`src/hdl/assert_macros.svh`:
```
// ---------------------------------------------------------------------------
// Assertion helpers for the span scaler, clocked on clk, disabled in reset.
// ---------------------------------------------------------------------------
`ifndef ASSERT_MACROS_SVH
`define ASSERT_MACROS_SVH

// same-cycle implication
`define SSS_ASSERT_IMPL(label, ante, cons, msg) \
  label: assert property (@(posedge clk) disable iff (!rst_n) (ante) |-> (cons)) \
    else $error(msg);

// next-cycle implication
`define SSS_ASSERT_NEXT(label, ante, cons, msg) \
  label: assert property (@(posedge clk) disable iff (!rst_n) (ante) |=> (cons)) \
    else $error(msg);

`endif

```
`src/hdl/sss_pkg.sv`:
```
`timescale 1ns / 1ps
// ---------------------------------------------------------------------------
// sss_pkg
// Types, register codes, constants and the edge scaling function shared by
// the span scaler modules.
// ---------------------------------------------------------------------------
package sss_pkg;

  localparam int LINES_DEF      = 160;
  localparam int WINDOWS_DEF    = 2;
  localparam int REG_WINDOWS    = 2;   // windows that own a register set
  localparam int CFG_IDX_W      = 3;
  localparam int CFG_DATA_W     = 16;
  localparam int OUT_FIFO_DEPTH = 8;

  localparam int COORD_BASE  = 'h5000;
  localparam int COORD_MAX   = 'h9FFF;
  localparam int LINE_ORIGIN = 79;
  localparam int CENTER      = 120;
  localparam int EDGE_MAX    = 240;
  localparam int RECIP_BITS  = 17;     // quotient bits of 0x10000 / d

  typedef enum logic [CFG_IDX_W-1:0] {
    REG_ENABLE_A = 3'd0,
    REG_GAIN_A   = 3'd1,
    REG_VDIV_A   = 3'd2,
    REG_ENABLE_B = 3'd3,
    REG_GAIN_B   = 3'd4,
    REG_VDIV_B   = 3'd5
  } cfg_reg_e;

  typedef struct packed {
    logic              mode;
    logic              window;
    logic [7:0]        line;
    logic signed [15:0] span_left;
    logic signed [15:0] span_right;
  } in_item_t;

  typedef struct packed {
    logic        window_id;
    logic [7:0]  line_id;
    logic [15:0] packed_span;
    logic        written;
  } out_item_t;

  typedef struct packed {
    logic        busy;
    logic [15:0] step;
  } recip_stat_t;

  // product / 256 toward zero, recentred and clamped to the visible columns
  function automatic logic [7:0] scale_edge(input logic signed [33:0] p);
    logic signed [33:0] q;
    logic signed [33:0] v;
    q = (p < 0) ? ((p + 34'sd255) >>> 8) : (p >>> 8);
    v = q + 34'(CENTER);
    if (v < 0) begin
      scale_edge = 8'd0;
    end else if (v > 34'(EDGE_MAX)) begin
      scale_edge = 8'(EDGE_MAX);
    end else begin
      scale_edge = v[7:0];
    end
  endfunction

endpackage

```
`src/hdl/sss_recip.sv`:
```
`timescale 1ns / 1ps
// ---------------------------------------------------------------------------
// sss_recip
// Restoring divider for the row step, 0x10000 / divisor, one quotient bit
// per cycle. Only the low 16 quotient bits are kept.
// ---------------------------------------------------------------------------
module sss_recip (
  input  logic                clk,
  input  logic                rst_n,
  input  logic                start,
  input  logic [15:0]         divisor,
  output sss_pkg::recip_stat_t stat
);

  localparam int CW = $clog2(sss_pkg::RECIP_BITS);

  logic          busy_r;
  logic [CW-1:0] cnt_r;
  logic [15:0]   div_r;
  logic [15:0]   rem_r;
  logic [15:0]   q_r;

  logic        num_bit;
  logic [16:0] trial;
  logic        ge;
  logic [15:0] rem_nxt;

  // the dividend has a single one, at its top bit
  assign num_bit = (cnt_r == CW'(sss_pkg::RECIP_BITS - 1));
  assign trial   = {rem_r, num_bit};
  assign ge      = (trial >= {1'b0, div_r});
  assign rem_nxt = ge ? 16'(trial - {1'b0, div_r}) : trial[15:0];

  always_ff @(posedge clk) begin
    if (!rst_n) begin
      busy_r <= 1'b0;
      cnt_r  <= '0;
    end else if (start) begin
      busy_r <= 1'b1;
      cnt_r  <= CW'(sss_pkg::RECIP_BITS - 1);
    end else if (busy_r) begin
      cnt_r <= cnt_r - 1'b1;
      if (cnt_r == '0) begin
        busy_r <= 1'b0;
      end
    end
  end

  always_ff @(posedge clk) begin
    if (start) begin
      div_r <= divisor;
      rem_r <= '0;
      q_r   <= '0;
    end else if (busy_r) begin
      rem_r <= rem_nxt;
      q_r   <= {q_r[14:0], ge};
    end
  end

  assign stat.busy = busy_r;
  assign stat.step = q_r;

endmodule

```
`config.mk`:
```
export PLATFORM = sky130hd
export DESIGN_NAME = sss_recip
export DESIGN_NICKNAME = d
export VERILOG_FILES = /design/src/hdl/assert_macros.svh /design/src/hdl/sss_pkg.sv /design/src/hdl/sss_recip.sv
export SDC_FILE = /design/constraint.sdc
export NUM_CORES = 1
export LEC_CHECK = 0
export ABC_AREA = 1
export ABC_CLOCK_PERIOD_IN_PS = 5250
export BUFFER_PORTS_ARGS = -buffer_cell sky130_fd_sc_hd__buf_2
export CAP_MARGIN = 20
export CORE_ASPECT_RATIO = 0.8
export CORE_UTILIZATION = 47
export CTS_BUF_LIST = sky130_fd_sc_hd__clkbuf_4
export DETAILED_ROUTE_END_ITERATION = 6
export GPL_ROUTABILITY_DRIVEN = 0
export GPL_TIMING_DRIVEN = 0
export PLACE_DENSITY = 0.66
export SYNTH_ARGS = -nofsm -noshare
export SYNTH_HDL_FRONTEND = slang
export SYNTH_SLANG_ARGS = --single-unit
```
`constraint.sdc`:
```
create_clock -name clk -period 5.25 [get_ports clk]
set_input_delay 1.05 -clock clk [delete_from_list [all_inputs] [get_ports clk]]
set_output_delay 1.05 -clock clk [all_outputs]
set_load 0.02 [all_outputs]
```
## Word level (Yosys, flattened, before mapping)

Index checks and enable logic that the tools add are counted.

- Add/sub/neg operators: 2
- $lt $le $gt $ge: 1
- Eq/ne operators: 1
- Mux-type cells: 6
- Bitwise operators: 1
- Reductions and logical operators: 3

Operators by type and width:

| cell | number |
|---|---|
| greater-or-equal comparator 17 x 16 -> 1 bit | 1 |
| two-way mux 16 bit | 1 |
| subtractor 16 bit | 1 |
| two-way mux 5 bit | 2 |
| == test 5 bit (second input constant) | 1 |
| logical NOT 5 bit | 1 |
| subtractor 5 x 1 -> 5 bit (second input constant) | 1 |
| two-way mux 1 bit | 3 |
| nonzero test 2 bit | 1 |
| OR reduction 2 bit | 1 |
| NOT 1 bit | 1 |

- Flip-flop bits (word level): 54
- Bits of input ports: 19
- Output and inout bits: 17
- Logic and storage cells: 20

## Depth between registers and ports, before layout

- Depth in word-level cells: 4
- Mapped depth: 17
- Gate-level depth less buffers: 17

## Least setup slack after synthesis

Ideal clock, no wire load.

- Path type: flip-flop to flip-flop
- Start: register cnt_r[0]
- End: register rem_r[8]
- Library setup time: 0.109 ns
- Arrival time: 2.042 ns
- Data required time: 5.141 ns
- Setup slack: 3.099 ns
- Cell stages (with the launch flop): 16
- Buffers on the path: 0
- Clock period less this slack: 2.151 ns
- Cell sequence: dfxtp_1 -> inv_1 -> ha_1 -> nand3_1 -> ha_1 -> inv_1 -> fa_1 -> nand2_1 -> nand3_1 -> and2_1 -> a21oi_1 -> nand2_1 -> nand3b_4 -> nand3_1 -> nand2_1 -> inv_1

- Longest elaborated chain between the ends: 3
- Elaborated cells on any way between the ends: 4
- Those cells by class: add/sub (1); order compare (1); eq/ne (1); mux (1)

RTL lines:

| what | RTL line | source |
|---|---|---|
| start: declaration | sss_recip.sv:18 | `logic [CW-1:0] cnt_r;` |
| start signal: assignment | sss_recip.sv:40 | `cnt_r <= CW'(sss_pkg::RECIP_BITS - 1);` |
| start signal: assignment | sss_recip.sv:42 | `cnt_r <= cnt_r - 1'b1;` |
| == test 5 bit * | sss_recip.sv:29 | `assign num_bit = (cnt_r == CW'(sss_pkg::RECIP_BITS - 1));` |
| subtractor 16 bit or greater-or-equal comparator 17 x 16 -> 1 bit (tied branches) | sss_recip.sv:32, sss_recip.sv:31 |  |
| two-way mux 16 bit * | sss_recip.sv:32 | `assign rem_nxt = ge ? 16'(trial - {1'b0, div_r}) : trial[15:0];` |
| end signal: assignment | sss_recip.sv:55 | `rem_r <= rem_nxt;` |
| end: declaration | sss_recip.sv:20 | `logic [15:0] rem_r;` |

Every way passes the cells marked *; elsewhere a longest branch is shown, timed or not.
A chain may end at the register's enable or synchronous reset.

## Final worst setup path

Ends and elaborated chain as after synthesis.

==> results.tsv <==
stage	metric	value	unit
detailed_routing	wirelength	7.488	mm
timing	skew	0.01095	ns
min_path	min_path_type	flop to flop	
setup_path	startpoint_type	flop	
final_layout	seq_area	1241	um2
logic_synthesis	ys.warnings.count	0	
timing	rsz0062_at_grt	false	
timing	hold_viol	0	
logic_synthesis	synth_nets	491	
placed_design	io_buffers	35	
cts	cts_buffer_depth	2	
detailed_routing	vias_per_cell	5.017	
final_layout	final_common_cell	nand2_1	
min_path	min_from	q_r[4]	
global_route	grt.overflow.total	0	
outcome	status	completed	
final_layout	drive_above_1_share	0.1673	
global_route	grt_pass1_vias	2661	
global_route	grt.total_usage	0.2246	
setup_path	r2r-start	cnt_r[0]	
cts	clkTransAtPathRegs	0.16	ns
final_layout	most-common-layout-cells	103 x nand2_1, 76 x inv_1, 61 x nor2_1, 38 x dfxtp_1, 36 x buf_2	
floorplan	die_y	76.96	um
setup_path	end_kind	flop	
detailed_routing	vias	2910	
logic_synthesis	synth_edf_count	16	
timing	fin_crit	2.480	ns
logic_synthesis	synth_cell_types	40	
run	drv_cap	0	
final_layout	multi_input_area	1690	um2
cts	post_cts_buffers	0	
detailed_routing	detail-route-antenna-nets	0	
cts	cts.sinks	54	
power	ir_drop	0.1121	mV
final_layout	syn_to_final_growth	10.20	%
detailed_routing	drtIter0Drc	219	
timing	relSlewSlack	0.5144	
timing	tightest_slew	0.7284	ns
timing	setup_violations	0	
setup_path	r2r-end	rem_r[8]	
power	power.leakage	0.001872	uW
global_route	grt_max_degree	18	
cts	holdBufCountCts	0	
power	p_per_area	262.7	nW/um2
detailed_routing	drc	0	
cts	cts_htree_levels	2	
logic_synthesis	yosys_register_bits	54	
global_route	antenna_found_initial	0	
setup_path	rrSetupSlack	2.77	ns
floorplan	rows	26	
cts	cts_buffers	5	
logic_synthesis	synth-main-ff-cell	dfxtp_1	
detailed_routing	routedWlPerCell	12.91	um
setup_path	critPathArrivalTime	2.79	ns
setup_path	r2r_cells	15	
logic_synthesis	synthArstFlopShare	0	
logic_synthesis	synth.avg_cell_area	7.286	um2
setup_path	crit_fanout	3	
cts	clockRootBuffer	clkbuf_4	
floorplan	dieWidth	95.69	um
min_path	holdPathStages	2	
timing	fin_crit_sh	0.4724	
final_layout	diodes	0	
cts	clk_latency	0.38	ns
final_layout	nets	533	
logic_synthesis	synth_area	3301	um2
floorplan	core_region_area	6571	um2
min_path	min_to	q_r[5]	
final_layout	final.fill_count	649	
timing	fin_setup_tns	0	ns
floorplan	dieArea	7364	um2
cts	tritoncts	yes	
floorplan	start_util	0.5023	
setup_path	crit_required	5.56	ns
timing	maxSlewViolCount	0	
logic_synthesis	syn_inst	453	
timing	fmax	403.2	MHz
floorplan	num_io_pins	36	
power	design_power_total	955.5	uW
placed_design	dp_hpwl	5.590	mm
cts	cts_resized	0	
global_route	grt_pass1_wl	12.69	mm
logic_synthesis	seq_area_frac_synth	0.3760	
setup_path	crit_type	flop to flop	
detailed_routing	drt-pass1-iter-count	7	
synth_stat cells (2+ instances only):
master / number / area (um2)
nand2_1: 103 / 386.6
inv_1: 76 / 285.3
nor2_1: 61 / 229.0
dfxtp_1: 38 / 760.7
nand3_1: 30 / 150.1
o21ai_0: 20 / 100.1
ha_1: 18 / 225.2
edfxtp_1: 16 / 480.5
a21oi_1: 15 / 75.07
nand3_2: 10 / 100.1
a21oi_2: 7 / 61.31
clkbuf_1: 7 / 26.28
nand2_2: 7 / 43.79
nand3b_1: 5 / 37.54
and2_1: 3 / 18.77
nand4_1: 3 / 18.77
nor2_2: 3 / 18.77
nor3_1: 3 / 15.01
o21bai_1: 3 / 22.52
xor2_1: 3 / 26.28
buf_4: 2 / 15.01
inv_2: 2 / 7.510
logic make-up after synthesis:
group,count (synthesis),synth area share
AOI/OAI and AO/OA,48,0.08492
xor gates and xnor gates,4,0.01062
adders and majority gates,19,0.07430
buffers and inverters,91,0.1118
DFF,54,0.3760
and+or+nand+nor,237,0.3423
power by group:
group	switching (uW)	internal, uW
Sequential	17.9	461
Clock	137	53.3
Combinational	186	100
flip-flops by register name, indices dropped and copies added, names as in the netlist:
name,flops
cnt_r,5
rem_r,16
busy_r,1
div_r,16
q_r,16
layer usage:
| layer | track usage | share of wire | up-vias |
|---|---|---|---|
| li1 | - | - | 1510 |
| met1 | 0.3362 | 0.50 | 1313 |
| met2 | 0.3286 | 0.41 | 80 |
| met3 | 0.03671 | 0.074 | 7 |
| met4 | 0.06418 | 0.013 | 0 |
| met5 | 0 | 0 | - |
worst max path at each step:
stage | from | end | slack [ns] | cells past startpoint
floorplan | cnt_r[0] | rem_r[8] | 3.10 | 15
global placement | start | rem_r[5] | 2.52 | 4
detailed placement | start | rem_r[5] | 2.51 | 4
CTS | cnt_r[0] | rem_r[8] | 2.77 | 15
finish | cnt_r[0] | rem_r[8] | 2.77 | 15
global route | cnt_r[1] | rem_r[14] | 2.53 | 16
metrics by stage:
step                      std cells  hold WS [ns]  cell area, um2  setup WS, ns    util
final                           580        0.5088            3637         2.770  0.5535
after global routing            580        0.5259            3637         2.528  0.5535
after CTS                       580        0.5110            3637         2.767  0.5535
after detailed placement        572        0.4891            3581         2.511  0.5449
after global placement          572        0.4786            3581         2.522  0.5449
after floorplan                 453        0.4601            3301         3.099       -
final cells by class:
type | count | area share
buffer | 12 | 0.01926
clock buffer | 5 | 0.01032
clock inverter | 3 | 0.005160
inverter | 79 | 0.08222
multi-input combinational | 308 | 0.4647
sequential | 54 | 0.3412
tap | 84 | 0.02890
timing repair buffer | 35 | 0.04816
worst max-delay path, cell delays in order, from the launching register on:
cell	delay, ns
dfxtp_1	0.37
inv_1	0.07
ha_1	0.22
nand3_1	0.14
ha_1	0.16
inv_1	0.07
fa_1	0.37
nand2_1	0.12
nand3_1	0.12
and2_1	0.19
a21oi_1	0.19
nand2_1	0.12
nand3b_4	0.09
nand3_1	0.07
nand2_1	0.07
inv_1	0.03
(Power assumes the default switching activity.)
