==> config.mk <==
export PLATFORM = sky130hd
export DESIGN_NAME = sss_out_fifo
export DESIGN_NICKNAME = d
export VERILOG_FILES = /design/src/hdl/sss_pkg.sv /design/src/hdl/sss_out_fifo.sv
export VERILOG_INCLUDE_DIRS = /design/src /design/src/hdl
export SDC_FILE = /design/constraint.sdc
export NUM_CORES = 1
export LEC_CHECK = 0
export BUFFER_PORTS_ARGS = -buffer_cell sky130_fd_sc_hd__buf_4
export CAP_MARGIN = 10
export CORE_ASPECT_RATIO = 1.4
export CORE_UTILIZATION = 54
export CTS_CLUSTER_SIZE = 12
export DETAILED_ROUTE_END_ITERATION = 12
export GPL_TIMING_DRIVEN = 0
export PLACE_DENSITY = 0.73
export SLEW_MARGIN = 20
export SYNTH_ARGS = -nofsm -noshare
export SYNTH_HDL_FRONTEND = slang
export SYNTH_SLANG_ARGS = --single-unit
==> constraint.sdc <==
create_clock -name clk -period 3 [get_ports clk]
set_clock_uncertainty 0.05 [all_clocks]
set_input_delay 0.6 -clock clk [delete_from_list [all_inputs] [get_ports clk]]
set_output_delay 0.6 -clock clk [all_outputs]
set_load 0.01 [all_outputs]
==> src/hdl/assert_macros.svh <==
// ---------------------------------------------------------------------------
// Assertion helpers for the span scaler, clocked on clk, disabled in reset.
// ---------------------------------------------------------------------------
`ifndef ASSERT_MACROS_SVH
`define ASSERT_MACROS_SVH

// same-cycle implication
`define SSS_ASSERT_IMPL(label, ante, cons, msg) \
  label: assert property (@(posedge clk) disable iff (!rst_n) (ante) |-> (cons)) \
    else $error(msg);

// next-cycle implication
`define SSS_ASSERT_NEXT(label, ante, cons, msg) \
  label: assert property (@(posedge clk) disable iff (!rst_n) (ante) |=> (cons)) \
    else $error(msg);

`endif

==> src/hdl/sss_pkg.sv <==
`timescale 1ns / 1ps
// ---------------------------------------------------------------------------
// sss_pkg
// Types, register codes, constants and the edge scaling function shared by
// the span scaler modules.
// ---------------------------------------------------------------------------
package sss_pkg;

  localparam int LINES_DEF      = 160;
  localparam int WINDOWS_DEF    = 2;
  localparam int REG_WINDOWS    = 2;   // windows that own a register set
  localparam int CFG_IDX_W      = 3;
  localparam int CFG_DATA_W     = 16;
  localparam int OUT_FIFO_DEPTH = 8;

  localparam int COORD_BASE  = 'h5000;
  localparam int COORD_MAX   = 'h9FFF;
  localparam int LINE_ORIGIN = 79;
  localparam int CENTER      = 120;
  localparam int EDGE_MAX    = 240;
  localparam int RECIP_BITS  = 17;     // quotient bits of 0x10000 / d

  typedef enum logic [CFG_IDX_W-1:0] {
    REG_ENABLE_A = 3'd0,
    REG_GAIN_A   = 3'd1,
    REG_VDIV_A   = 3'd2,
    REG_ENABLE_B = 3'd3,
    REG_GAIN_B   = 3'd4,
    REG_VDIV_B   = 3'd5
  } cfg_reg_e;

  typedef struct packed {
    logic              mode;
    logic              window;
    logic [7:0]        line;
    logic signed [15:0] span_left;
    logic signed [15:0] span_right;
  } in_item_t;

  typedef struct packed {
    logic        window_id;
    logic [7:0]  line_id;
    logic [15:0] packed_span;
    logic        written;
  } out_item_t;

  typedef struct packed {
    logic        busy;
    logic [15:0] step;
  } recip_stat_t;

  // product / 256 toward zero, recentred and clamped to the visible columns
  function automatic logic [7:0] scale_edge(input logic signed [33:0] p);
    logic signed [33:0] q;
    logic signed [33:0] v;
    q = (p < 0) ? ((p + 34'sd255) >>> 8) : (p >>> 8);
    v = q + 34'(CENTER);
    if (v < 0) begin
      scale_edge = 8'd0;
    end else if (v > 34'(EDGE_MAX)) begin
      scale_edge = 8'(EDGE_MAX);
    end else begin
      scale_edge = v[7:0];
    end
  endfunction

endpackage

==> src/hdl/sss_out_fifo.sv <==
`timescale 1ns / 1ps
`include "assert_macros.svh"
// ---------------------------------------------------------------------------
// sss_out_fifo
// Result queue behind the pipeline; the top level reserves a slot for every
// lookup request it takes, so a push always finds room.
// ---------------------------------------------------------------------------
module sss_out_fifo #(
  parameter int DEPTH = sss_pkg::OUT_FIFO_DEPTH,
  localparam int PW   = (DEPTH > 1) ? $clog2(DEPTH) : 1,
  localparam int CW   = $clog2(DEPTH + 1)
) (
  input  logic               clk,
  input  logic               rst_n,
  input  logic               push,
  input  sss_pkg::out_item_t push_data,
  output logic               out_valid,
  input  logic               out_stall,
  output sss_pkg::out_item_t out_data
);

  sss_pkg::out_item_t mem_r [DEPTH];
  logic [PW-1:0] wr_ptr_r;
  logic [PW-1:0] rd_ptr_r;
  logic [CW-1:0] count_r;
  logic          pop;

  assign out_valid = (count_r != '0);
  assign out_data  = mem_r[rd_ptr_r];
  assign pop       = out_valid && !out_stall;

  always_ff @(posedge clk) begin
    if (push) begin
      mem_r[wr_ptr_r] <= push_data;
    end
  end

  always_ff @(posedge clk) begin
    if (!rst_n) begin
      wr_ptr_r <= '0;
      rd_ptr_r <= '0;
      count_r  <= '0;
    end else begin
      if (push) begin
        wr_ptr_r <= (wr_ptr_r == PW'(DEPTH - 1)) ? '0 : wr_ptr_r + 1'b1;
      end
      if (pop) begin
        rd_ptr_r <= (rd_ptr_r == PW'(DEPTH - 1)) ? '0 : rd_ptr_r + 1'b1;
      end
      case ({push, pop})
        2'b10:   count_r <= count_r + 1'b1;
        2'b01:   count_r <= count_r - 1'b1;
        default: count_r <= count_r;
      endcase
    end
  end

  `SSS_ASSERT_IMPL(a_fifo_no_overflow, push && !pop, count_r != CW'(DEPTH), "result fifo overflow")
  `SSS_ASSERT_NEXT(a_fifo_pop_count, pop && !push, count_r == $past(count_r) - 1'b1, "fifo count slip")

endmodule

# Word level (Yosys, flattened, before mapping)
# Memories as Yosys holds them, arrays and structs flattened. A register that Yosys moved wholly into a read port is not among the register bits.
# Index checks and enable logic that the tools add are counted.
[totals] register_bits=10 latchBits=0 mem_bits_rw=208 romBits=0 in_bits=30 output_inout_bits=27 wordCells=23 memories=1
[mem_list] name="mem_r" words=8 word_bits=26 read_ports=1 rd_ports_with_merged_regs=1 write_ports=1 line="sss_out_fifo.sv:22" rtl="sss_pkg::out_item_t mem_r [DEPTH];"
[op_classes] addsub=4 mul=0 div=0 magnitude_cmp=0 n_eq_ne=4 shift=0 n_mux=7 n_bitwise=0 n_reduce_logical=4
[ops] op="2-to-1 mux 3 bit" n=4
[ops] op="one-hot mux 4 bit (2 select lines)" n=1
[ops] op="adder 3 x 1 -> 3 bit, second input constant" n=2
[ops] op="== test 3 bit, second input constant" n=2
[ops] op="adder 4 x 1 -> 4 bit, second input constant" n=1
[ops] op="nonzero test 4 bit" n=1
[ops] op="subtractor 4 x 1 -> 4 bit, second input constant" n=1
[ops] op="== test 2 x 1 -> 1 bit, second input constant" n=1
[ops] op="== test 2 bit, second input constant" n=1
[ops] op="2-to-1 mux 1 bit" n=2
[ops] op="nonzero test 2 bit" n=1
[ops] op="logical AND 1 bit" n=1
[ops] op="logical NOT 1 bit" n=1

# Depth between registers and ports, before layout
# Gate-level depths: netlist (run 1).
[depth] word_depth=4 ltp_mapped=10 mapped_depth_nobuf=9

# Worst setup path after synthesis (run 1)
# Ideal clock, no wire load.
[synth_timing] kind="input-to-reg" startpoint="in push" endpoint="mem mem_r[0][0] in the netlist's numbering (enable)" setup_time_ps=442 arrival_ps=2509 t_required_ps=2508 path_slack_ps=-1 stages=2 n_path_buf=0 cell_sequence="nand2b_1 nor3_1"
[synth_between] elab_chain_len=2
[synth_rtl] element="start, declared" line="sss_out_fifo.sv:15" rtl="input logic push,"
[synth_rtl] element="2-to-1 mux 1 bit" line="sss_out_fifo.sv:33" rtl="if (push) begin"
[synth_rtl] element="2-to-1 mux 1 bit (implied by the code)" line="sss_out_fifo.sv:34" rtl="mem_r[wr_ptr_r] <= push_data;"
[synth_rtl] element="end, declared" line="sss_out_fifo.sv:22"
# Every way passes these cells.

==> results of run 1 <==
==> path summary, 6_finish.rpt <==
path / to / cells after the start / slack (ps) / startpoint
worst min-delay path: mem_r[4][18]$_DFFE_PP_ / 1 / 290 / push_data[18]
worst max-delay path: out_data[24] / 5 / 110 / flop
worst max register to register: count_r[2]$_SDFFE_PN0P_ / 10 / 280 / count_r[1]$_SDFFE_PN0P_
worst min register to register: count_r[3]$_SDFFE_PN0P_ / 2 / 430 / count_r[3]$_SDFFE_PN0P_
==> power by group through the flow <==
stage               sequential, mW  combinational [mW]  clock (mW)
CTS                           3.53                1.66        2.54
global route                  3.54                1.78        2.65
detailed placement            3.60                1.66           0
finish                        3.53                1.65        2.50
global placement              3.59                1.59           0
floorplan                     3.58                1.12           0
==> registers in the layout (all words and copies together) (netlist names), named ones only <==
name and count:
mem_r 208, rd_ptr_r 3, count_r 4, wr_ptr_r 3
==> timing repair <==
item,in CTS,in global routing
setup endpoints to repair,26,23
resized for setup,7,8
hold buffers,0,0
hold endpoints to repair,0,0
==> final cells by class <==
cell class                      count  share of cell area
Buffer                             18              0.0130
Clock buffer                       39              0.0647
Inverter                            1            0.000371
Multi-Input combinational cell    134               0.193
Sequential cell                   221               0.642
Tap cell                          192              0.0237
Timing Repair Buffer               67              0.0634
==> layer usage <==
| metal | global-route usage | wire length (um) | share of wire | vias up |
|---|---|---|---|---|
| met1 | 0.263 | 6130 | 0.39 | 2104 |
| li1 | - | - | - | 1733 |
| met2 | 0.364 | 8540 | 0.54 | 114 |
| met5 | 0 | 0 | 0 | - |
| met3 | 0.0312 | 780 | 0.049 | 29 |
| met4 | 0.0658 | 339 | 0.021 | 0 |
==> metrics by stage <==
| step | util | hold slack [ps] | setup TNS (ps) | worst slack, ps |
|---|---|---|---|---|
| floorplan | - | 392 | 0 | 14.3 |
| global placement | 0.604 | 403 | -135420 | -2000 |
| detailed placement | 0.622 | 424 | 0 | 224 |
| CTS | 0.666 | 279 | 0 | 3.35 |
| global route | 0.667 | 283 | 0 | 0.768 |
| finish | 0.667 | 286 | 0 | 108 |
==> worst max-delay path: cells and delay by family, from the launching register on <==
kind	cells	cell delay (ps)
buffers and inverters	3	810
multiplexers	2	650
flip-flops	1	300
==> placed cells by master, fill, tap and decap left out, types with 2 or more instances in the layout <==
cell,netlist,layout
sky130_fd_sc_hd__and2_1,2,2
sky130_fd_sc_hd__buf_16,0,6
sky130_fd_sc_hd__buf_2,1,3
sky130_fd_sc_hd__buf_4,3,58
sky130_fd_sc_hd__buf_6,3,6
sky130_fd_sc_hd__buf_8,0,3
sky130_fd_sc_hd__clkbuf_1,9,18
sky130_fd_sc_hd__clkbuf_16,0,23
sky130_fd_sc_hd__clkbuf_2,0,3
sky130_fd_sc_hd__clkbuf_4,0,2
sky130_fd_sc_hd__clkbuf_8,0,2
sky130_fd_sc_hd__dfxtp_1,13,13
sky130_fd_sc_hd__edfxtp_1,208,208
sky130_fd_sc_hd__ha_1,7,7
sky130_fd_sc_hd__mux2_2,27,27
sky130_fd_sc_hd__mux2i_1,6,6
sky130_fd_sc_hd__mux4_2,52,52
sky130_fd_sc_hd__nand2_1,5,5
sky130_fd_sc_hd__nand2b_1,4,4
sky130_fd_sc_hd__nor2_4,0,6
sky130_fd_sc_hd__nor2b_1,5,5
sky130_fd_sc_hd__o21ai_0,2,2
sky130_fd_sc_hd__xor2_1,2,2
==> logic make-up (layout without fill, tap and decap cells) <==
logic type,Yosys count,count (layout),share of synthesized area
mux,85,85,0.181
flops,221,221,0.765
simple gates,32,32,0.0224
compound gates,7,7,0.00603
xor+xnor,3,3,0.00309
fa+ha+maj,7,7,0.0103
buf+inv,19,125,0.0125
==> metrics.log, run 1 <==
[metrics] status: finished clean
[metrics] average wire per cell in the routed design: 23.5 um
[metrics] Yosys top cell area share: 0.735
[metrics] cell area after synthesis: 8500 um2
[metrics] IO Count: 57
[metrics] largest net degree at the start of global routing: 19
[metrics] Clock Pin Slew Worst Setup and Hold Paths: 60 ps
[metrics] num rows: 53
[metrics] Worst Path Arrival: 2240 ps
[metrics] kind of start point of the critical path: flop
[metrics] Crit Path Class: flop to output port
[metrics] Sw Pwr: 1.82 mW
[metrics] routed wire length: 15,800 um
[metrics] number of detailed-routing iterations run before antenna repair: 4
[metrics] post-layout power: 7.69 mW
[metrics] placer's final routability congestion estimate: 0.684
[metrics] antenna violations before repair: 0
[metrics] unrepaired setup endpoints after global routing: false
[metrics] layout-stage area growth over the synthesis result: 19.1%
[metrics] nature of the critical path endpoint: output port
[metrics] area of combinational cells with multiple inputs: 1950 um2
[metrics] total vias in the final route: 3,980
[metrics] Fillers: 979
[metrics] register bit count reported by yosys: 221
[metrics] Data required, critical path: 2350 ps
[metrics] clock net sink count: 221
[metrics] # nets final: 502
[metrics] area of placed instances: 9450 um2
[metrics] Comb power frac: 0.215
[metrics] gate count after technology mapping: 374
[metrics] post-route ant nets: 0
[metrics] Core Area: 15,200 um2
[metrics] Clock Power Share: 0.325
[metrics] Final Non-Filler Cells: 672
[metrics] total count of hold-check failures in the final report: 0
[metrics] Reg power frac: 0.459
[metrics] leakage power: 3.31 nW
[metrics] clock tree from TritonCTS: yes
[metrics] fin area: 10,100 um2
[metrics] Clock Tree Root: sky130_fd_sc_hd__clkbuf_16
[metrics] worst ir drop on vdd: 0.522 mV
[metrics] first-pass GRT wire length: 24,100 um
[metrics] number of post-CTS setup repair buffers: 0
[metrics] Crit-path slowest cell: sky130_fd_sc_hd__buf_2
[metrics] worst min-delay path class: primary input to flop
[metrics] power density cells: 759 nW/um2
[metrics] grt ovf: 0
[metrics] final number of max-transition violations: 0
[metrics] total half-perimeter wirelength after legalization and detailed placement: 10,100 um
[metrics] Async SR Flop Fraction: 0
[metrics] ranking of synthesized cells by area: sky130_fd_sc_hd__edfxtp_1, sky130_fd_sc_hd__mux4_2, sky130_fd_sc_hd__mux2_2
[metrics] number of antenna diodes: 0
[metrics] total nets after synthesis: 411
[metrics] maximum clock rate: 0.346 GHz
[metrics] max-cap viol count: 0
[metrics] top fanout value on the critical path: 10
[metrics] fraction of layout cells with a size suffix above 1: 0.410
[metrics] Reg area: 6510 um2
[metrics] horizontal extent of the die: 108 um
[metrics] Top FF cell, synth: sky130_fd_sc_hd__edfxtp_1
[metrics] placed cells: 633
[metrics] Max transition margin: 0.407
[metrics] Synth cell types: 32
[metrics] Starting Density: 0.560
[metrics] detailed router's first-iteration violation count: 216
[metrics] worst-skew pair later-pin latency: 490 ps
[metrics] worst-path cell chain: clkbuf_1 > buf_2 > mux4_2 > mux2_2 > buf_4
[metrics] vias per cell: 5.92
[metrics] vertical die dimension: 150 um
[metrics] die area: 16,300 um2
[metrics] internal power: 5.87 mW
[metrics] count of input and output buffers: 56
[metrics] transition time of the tightest slew-check pin: 885 ps
[metrics] Clock Path Buffers: 3
[metrics] sequential fraction of the synthesis area: 0.765
[metrics] post-route clock period utilization: 0.964
[metrics] Synth top cells by count: sky130_fd_sc_hd__edfxtp_1, sky130_fd_sc_hd__mux4_2, sky130_fd_sc_hd__mux2_2
[metrics] number of endpoints failing setup at the final stage: 0
[metrics] most repeated cell in the gate-level netlist after synthesis: sky130_fd_sc_hd__edfxtp_1
[metrics] final critical delay including setup and external delays: 2890 ps
[metrics] Synth warnings: 0
[metrics] cell type contributing the most total cell area after synthesis: sky130_fd_sc_hd__edfxtp_1
[metrics] Syn Area/Cell: 22.7 um2
[metrics] CTS buffer count: 22
[metrics] Sw Ratio: 0.236
[metrics] H-tree levels: 1
[metrics] number of DRC violations after detailed routing: 0
[metrics] Largest stage delay, worst path: 380 ps
[metrics] global-route usage over all layers: 0.207
[metrics] count of flip-flops with a built-in enable after synthesis: 208
[metrics] via count of the first global-routing pass: 4,272
(Power assumes the default switching activity.)
==> inputs of run 2 (changes only) <==
- CELL_PAD_IN_SITES_DETAIL_PLACEMENT: not set -> 1
- CELL_PAD_IN_SITES_GLOBAL_PLACEMENT: not set -> 2
- CORE_UTILIZATION: 54 -> 43
==> run 2 against run 1 <==
Total power shrank 0.46%. Largest cell class unchanged. Combinational power is essentially flat. Largest power group unchanged. Final cell count grew 7.4%. Worst hold slack lost 9.1 ps. Highest routed layer unchanged. Sequential share of layout area shrank 0.18 points. Sequential cell count is the same. Fmax grew 0.18%.
==> metrics.log, run 2 (synthesized netlist as in run 1, its figures left out) <==
[metrics] post-placement setup slack: 142 ps (was 224 ps)
[metrics] Top Registers: mem_r x208, count_r x4 (unchanged)
[metrics] die area: 20,300 um2 (was 16,300 um2)
[metrics] Clock Path Buffers: 3 (unchanged)
[metrics] worst min-delay path class: primary input to flop (unchanged)
[metrics] num rows: 60 (was 53)
[metrics] largest net degree at the start of global routing: 17 (was 19)
[metrics] worst-skew pair later-pin latency: 490 ps (about the same)
[metrics] Final Non-Filler Cells: 722 (was 672)
[metrics] placer's final routability congestion estimate: 0.661 (was 0.684)
[metrics] Crit Path Class: flop to output port (unchanged)
[metrics] layout-stage area growth over the synthesis result: 19.5% (was 19.1%)
[metrics] fin area: 10,200 um2 (was 10,100 um2)
[metrics] top fanout value on the critical path: 10 (unchanged)
[metrics] total count of hold-check failures in the final report: 0 (unchanged)
[metrics] count of input and output buffers: 56 (unchanged)
[metrics] Fillers: 1,689 (was 979)
[metrics] most used cells in the layout excluding fill and tap cells: sky130_fd_sc_hd__edfxtp_1, sky130_fd_sc_hd__buf_4, sky130_fd_sc_hd__mux4_2 (unchanged)
[metrics] area of combinational cells with multiple inputs: 1950 um2 (unchanged)
[metrics] total half-perimeter wirelength after legalization and detailed placement: 10,900 um (was 10,100 um)
[metrics] final critical delay including setup and external delays: 2890 ps (about the same)
[metrics] clock net sink count: 221 (unchanged)
[metrics] number of detailed-routing iterations run before antenna repair: 4 (unchanged)
[metrics] post-layout power: 7.65 mW (was 7.69 mW)
[metrics] Starting Density: 0.441 (was 0.560)
[metrics] Data required, critical path: 2350 ps (about the same)
[metrics] Sum Neg Setup Slack: 0 ps (unchanged)
[metrics] worst ir drop on vdd: 0.486 mV (was 0.522 mV)
[metrics] number of antenna diodes: 0 (unchanged)
[metrics] area of placed instances: 9520 um2 (was 9450 um2)
[metrics] Core Area: 19,300 um2 (was 15,200 um2)
[metrics] routed wire length: 17,100 um (was 15,800 um)
[metrics] flip-flop count of the largest register after layout: 208 (unchanged)
[metrics] average wire per cell in the routed design: 23.7 um (was 23.5 um)
[metrics] # nets final: 500 (was 502)
[metrics] final number of max-transition violations: 0 (unchanged)
[metrics] number of post-CTS setup repair buffers: 0 (unchanged)
[metrics] first-pass GRT wire length: 26,000 um (was 24,100 um)
[metrics] Worst Path Arrival: 2240 ps (about the same)
[metrics] Reg area: 6510 um2 (unchanged)
[metrics] grt ovf: 0 (unchanged)
[metrics] Hold Buf Count CTS: 0 (unchanged)
[metrics] Clock Tree Root: sky130_fd_sc_hd__clkbuf_16 (unchanged)
[metrics] minimum setup slack in the final design: 113 ps (was 108 ps)
[metrics] power density cells: 753 nW/um2 (was 759 nW/um2)
[metrics] antenna violations before repair: 0 (unchanged)
[metrics] global-route usage over all layers: 0.176 (was 0.207)
[metrics] status: finished clean (unchanged)
[metrics] Max transition margin: 0.489 (was 0.407)
[metrics] horizontal extent of the die: 121 um (was 108 um)
[metrics] placed cells: 689 (was 633)
[metrics] number of DRC violations after detailed routing: 0 (unchanged)
[metrics] most frequent standard cell in the layout excluding fill and tap cells: sky130_fd_sc_hd__edfxtp_1 (unchanged)
[metrics] fraction of layout cells with a size suffix above 1: 0.411 (was 0.410)
[metrics] leakage power: 3.29 nW (was 3.31 nW)
[metrics] maximum clock rate: 0.346 GHz (about the same)
[metrics] unrepaired setup endpoints after global routing: false (unchanged)
[metrics] vertical die dimension: 168 um (was 150 um)
[metrics] via count of the first global-routing pass: 4,340 (was 4,272)
[metrics] register name with the most flops: mem_r (unchanged)
[metrics] IO Count: 57 (unchanged)
[metrics] max-cap viol count: 0 (unchanged)
[metrics] number of endpoints failing setup at the final stage: 0 (unchanged)
[metrics] H-tree levels: 1 (unchanged)
[metrics] Clock Pin Slew Worst Setup and Hold Paths: 60 ps (about the same)
[metrics] nature of the critical path endpoint: output port (unchanged)
[metrics] clock tree from TritonCTS: yes (unchanged)
[metrics] CTS buffer count: 22 (unchanged)
[metrics] kind of start point of the critical path: flop (unchanged)
[metrics] transition time of the tightest slew-check pin: 762 ps (was 885 ps)
[metrics] total vias in the final route: 3,927 (was 3,980)
[metrics] detailed router's first-iteration violation count: 354 (was 216)
[metrics] post-route clock period utilization: 0.962 (was 0.964)
[metrics] post-route ant nets: 0 (unchanged)
[metrics] vias per cell: 5.44 (was 5.92)
-- run 2: cell count changes in the layout (fill, tap and decap cells not counted) --
cell,previous run,this run
sky130_fd_sc_hd__buf_8,3,2
sky130_fd_sc_hd__clkinv_1,0,1
sky130_fd_sc_hd__clkbuf_2,3,2
sky130_fd_sc_hd__clkbuf_4,2,3
sky130_fd_sc_hd__buf_6,6,7
sky130_fd_sc_hd__clkbuf_8,2,0
sky130_fd_sc_hd__clkbuf_1,18,13
sky130_fd_sc_hd__buf_2,3,2
sky130_fd_sc_hd__buf_4,58,59
-- run 2: repair_timing --
item,in CTS,in global routing
gates cloned,0,0
hold endpoints to repair,0,0
endpoints found under the setup margin,26,5
gates resized for setup,13,2
pin swaps,0,0
-- run 2: cell type report --
cell class / instances / share of cell area
buffer: 16 / 0.0123
clock buffer: 34 / 0.0607
clock inverter: 1 / 0.000369
inverter: 1 / 0.000369
multi-input combinational: 134 / 0.192
sequential: 221 / 0.640
tap: 248 / 0.0305
timing repair buffer: 67 / 0.0632
-- run 2: stage by stage --
step           utilization  hold slack (ps)
2_1_floorplan            -              392
3_3_place_gp         0.479              408
3_5_place_dp         0.493              422
4_1_cts              0.527              263
5_1_grt              0.527              270
6_report             0.527              277
-- run 2: final timing paths --
kind,from,to,slack [ps],depth (start not counted)
worst max-delay path,flop,out_data[21],110,4
worst min-delay path,push_data[24],mem_r[3][24]$_DFFE_PP_,280,1
worst min register to register,count_r[3]$_SDFFE_PN0P_,count_r[3]$_SDFFE_PN0P_,430,2
worst max register to register,count_r[1]$_SDFFE_PN0P_,count_r[2]$_SDFFE_PN0P_,340,10
-- run 2: power by group --
group / internal (mW) / switching, mW / total, mW / leakage, nW
Sequential: 3.48 / 0.0669 / 3.54 / 2.00
Combinational: 0.929 / 0.729 / 1.66 / 1.00
Clock: 1.40 / 1.06 / 2.45 / 0.298
-- run 2: worst max-delay path: stages (launching register included) --
cell and delay, ps:
sky130_fd_sc_hd__dfxtp_1 540, sky130_fd_sc_hd__buf_2 380, sky130_fd_sc_hd__mux4_2 350, sky130_fd_sc_hd__mux2_2 300, sky130_fd_sc_hd__buf_4 150
-- run 2: routing by layer --
| layer | vias to the layer above | share of wire | track usage |
|---|---|---|---|
| li1 | 1728 | - | - |
| met1 | 2092 | 0.41 | 0.226 |
| met2 | 78 | 0.53 | 0.305 |
| met3 | 29 | 0.037 | 0.0271 |
| met4 | 0 | 0.024 | 0.0596 |
| met5 | - | 0 | 0 |
==> inputs of run 3 (changes only) <==
- ABC_CLOCK_PERIOD_IN_PS: not set -> 3000
- CORE_ASPECT_RATIO: 1.4 -> 0.7
- CTS_CLUSTER_SIZE: 12 -> 10
==> run 3 against run 2 <==
Worst setup slack hardly changed. Worst hold slack worse by 13 ps. Wire length is 0.35% lower. Die area hardly changed. Design area is 1.4% higher. Core utilization is 1.2 points higher. Critical endpoint is now out_data[23]. Non-clock buffer count is 1 higher. Global-route usage is 0.10 points higher. Register-to-register slack better by 30 ps.
==> metrics.log, run 3 (synthesized netlist as in run 1, its figures left out) <==
[metrics] Starting Density: 0.445 (was 0.441)
[metrics] top fanout value on the critical path: 10 (unchanged)
[metrics] grt ovf: 0 (unchanged)
[metrics] antenna violations before repair: 0 (unchanged)
[metrics] placer's final routability congestion estimate: 0.673 (was 0.661)
[metrics] Crit-path slowest cell: sky130_fd_sc_hd__mux4_2 (was sky130_fd_sc_hd__dfxtp_1)
[metrics] number of post-CTS setup repair buffers: 0 (unchanged)
[metrics] horizontal extent of the die: 170 um (was 121 um)
[metrics] die area: 20,400 um2 (was 20,300 um2)
[metrics] Top Registers: mem_r x208, count_r x4 (unchanged)
[metrics] first-pass GRT wire length: 26,100 um (was 26,000 um)
[metrics] status: finished clean (unchanged)
[metrics] Clock Path Buffers: 3 (unchanged)
[metrics] layout-stage area growth over the synthesis result: 21.2% (was 19.5%)
[metrics] transition time of the tightest slew-check pin: 618 ps (was 762 ps)
[metrics] post-placement setup slack: 128 ps (was 142 ps)
[metrics] global-route usage over all layers: 0.177 (was 0.176)
[metrics] average wire per cell in the routed design: 23.0 um (was 23.7 um)
[metrics] num rows: 42 (was 60)
[metrics] kind of start point of the critical path: flop (unchanged)
[metrics] clock tree from TritonCTS: yes (unchanged)
[metrics] post-route clock period utilization: 0.962 (about the same)
[metrics] fraction of layout cells with a size suffix above 1: 0.421 (was 0.411)
[metrics] most used cells in the layout excluding fill and tap cells: sky130_fd_sc_hd__edfxtp_1, sky130_fd_sc_hd__buf_4, sky130_fd_sc_hd__mux4_2 (unchanged)
[metrics] minimum setup slack in the final design: 113 ps (about the same)
[metrics] clock net sink count: 221 (unchanged)
[metrics] vias per cell: 5.24 (was 5.44)
[metrics] worst-path cell chain: buf_4 > buf_6 > mux4_2 > mux2_2 > buf_4 (was buf_2 > mux4_2 > mux2_2 > buf_4)
[metrics] worst min-delay path class: primary input to flop (unchanged)
[metrics] Crit path max-delay family: multiplexers (unchanged)
[metrics] total vias in the final route: 3,884 (was 3,927)
[metrics] final number of max-transition violations: 0 (unchanged)
[metrics] CTS buffer count: 26 (was 22)
[metrics] number of detailed-routing iterations run before antenna repair: 5 (was 4)
[metrics] # nets final: 505 (was 500)
[metrics] Crit Path Class: flop to output port (unchanged)
[metrics] Worst Path Arrival: 2240 ps (about the same)
[metrics] Largest stage delay, worst path: 530 ps (was 540 ps)
[metrics] Clock Pin Slew Worst Setup and Hold Paths: 60 ps (about the same)
[metrics] detailed router's first-iteration violation count: 248 (was 354)
[metrics] IO Count: 57 (unchanged)
[metrics] Core Area: 19,100 um2 (was 19,300 um2)
[metrics] area of placed instances: 9560 um2 (was 9520 um2)
[metrics] final critical delay including setup and external delays: 2890 ps (about the same)
[metrics] routed wire length: 17,000 um (was 17,100 um)
[metrics] maximum clock rate: 0.346 GHz (about the same)
[metrics] number of antenna diodes: 0 (unchanged)
[metrics] H-tree levels: 1 (unchanged)
[metrics] post-route ant nets: 0 (unchanged)
[metrics] flip-flop count of the largest register after layout: 208 (unchanged)
[metrics] max-cap viol count: 0 (unchanged)
[metrics] cell with the most instances on the worst path: sky130_fd_sc_hd__buf_4
[metrics] logic depth of the worst setup path including buffers: 5 (was 4)
[metrics] largest net degree at the start of global routing: 18 (was 17)
[metrics] total half-perimeter wirelength after legalization and detailed placement: 10,900 um (about the same)
[metrics] Max transition margin: 0.587 (was 0.489)
[metrics] number of DRC violations after detailed routing: 0 (unchanged)
[metrics] worst-skew pair later-pin latency: 520 ps (was 490 ps)
[metrics] unrepaired setup endpoints after global routing: false (unchanged)
[metrics] via count of the first global-routing pass: 4,438 (was 4,340)
[metrics] Clock Tree Root: sky130_fd_sc_hd__clkbuf_16 (unchanged)
[metrics] Buf+Inv Stages, Crit Path: 3 (was 2)
[metrics] register name with the most flops: mem_r (unchanged)
[metrics] most frequent standard cell in the layout excluding fill and tap cells: sky130_fd_sc_hd__edfxtp_1 (unchanged)
[metrics] number of endpoints failing setup at the final stage: 0 (unchanged)
[metrics] vertical die dimension: 120 um (was 168 um)
[metrics] total count of hold-check failures in the final report: 0 (unchanged)
[metrics] power density cells: 771 nW/um2 (was 753 nW/um2)
[metrics] leakage power: 3.35 nW (was 3.29 nW)
[metrics] nature of the critical path endpoint: output port (unchanged)
[metrics] worst ir drop on vdd: 0.442 mV (was 0.486 mV)
[metrics] Data required, critical path: 2350 ps (about the same)
[metrics] count of input and output buffers: 56 (unchanged)
[metrics] Hold Path Depth: 1 (unchanged)
[metrics] count of cells along the worst register-to-register path: 10 (unchanged)
[metrics] fin area: 10,300 um2 (was 10,200 um2)
run 3: cell count changes in the layout (fill, tap and decap cells not counted):
cell and delta:
sky130_fd_sc_hd__clkbuf_16 +4, sky130_fd_sc_hd__buf_2 -2, sky130_fd_sc_hd__buf_4 +2, sky130_fd_sc_hd__clkbuf_1 -2
sky130_fd_sc_hd__buf_16 +1, sky130_fd_sc_hd__buf_6 +1, sky130_fd_sc_hd__buf_8 -1, sky130_fd_sc_hd__clkinv_1 -1
sky130_fd_sc_hd__inv_6 +1
run 3: stage by stage:
| stage | power, mW | hold slack [ps] | TNS [ps] | instances | util |
|---|---|---|---|---|---|
| detailed placement | 5.28 | 438 | 0 | 706 | 0.500 |
| floorplan | 4.70 | 392 | 0 | 374 | - |
| global placement | 5.21 | 409 | -145110 | 694 | 0.484 |
| CTS | 8.07 | 240 | 0 | 741 | 0.539 |
| finish | 7.95 | 264 | 0 | 741 | 0.539 |
| global route | 8.28 | 251 | 0 | 741 | 0.539 |
run 3: routing by layer:
metal / share of wire / vias to the layer above / wire length, um / track usage
met4: 0.016 / 0 / 266 / 0.0445
li1: - / 1735 / - / -
met1: 0.45 / 2034 / 7610 / 0.240
met5: 0 / - / 0 / 0
met2: 0.48 / 92 / 8240 / 0.289
met3: 0.053 / 23 / 910 / 0.0449
run 3: power by group:
group | total [mW] | leakage (nW) | internal, mW | switching, mW
combinational | 1.68 | 1.01 | 0.940 | 0.740
sequential | 3.54 | 2.00 | 3.48 | 0.0653
clock | 2.72 | 0.348 | 1.62 | 1.11
total | 7.95 | 3.35 | 6.04 | 1.91
run 3: worst paths after layout:
kind	start	end	slack, ps
setup / recovery	flop	out_data[23]	110
hold / removal	push_data[5]	mem_r[4][5]$_DFFE_PP_	260
setup reg to reg	count_r[1]$_SDFFE_PN0P_	count_r[2]$_SDFFE_PN0P_	370
hold reg to reg	count_r[3]$_SDFFE_PN0P_	count_r[3]$_SDFFE_PN0P_	430
run 3: final cells by class:
class,count,area (um2)
buffer,16,134
clock buffer,36,709
clock inverter,1,8.76
fill,1701,8820
inverter,1,3.75
multi-input combinational,134,1950
sequential,221,6510
tap,264,330
timing repair buffer,68,662
run 3: repair_timing:
action / CTS / global route
resized for setup: 16 / 1
pin swaps: 0 / 0
hold buffers: 0 / 0
endpoints found under the setup margin: 26 / 1
run 3: worst register-to-register path, cell delays in order, from the launching register on:
cell and delay [ps]:
sky130_fd_sc_hd__dfxtp_1 360, sky130_fd_sc_hd__or4_4 560, sky130_fd_sc_hd__nor2b_4 140, sky130_fd_sc_hd__buf_6 120, sky130_fd_sc_hd__ha_1 260, sky130_fd_sc_hd__xor2_1 170
sky130_fd_sc_hd__ha_1 180, sky130_fd_sc_hd__a21oi_1 140, sky130_fd_sc_hd__xor2_1 100, sky130_fd_sc_hd__or3_1 310, sky130_fd_sc_hd__a21boi_0 160
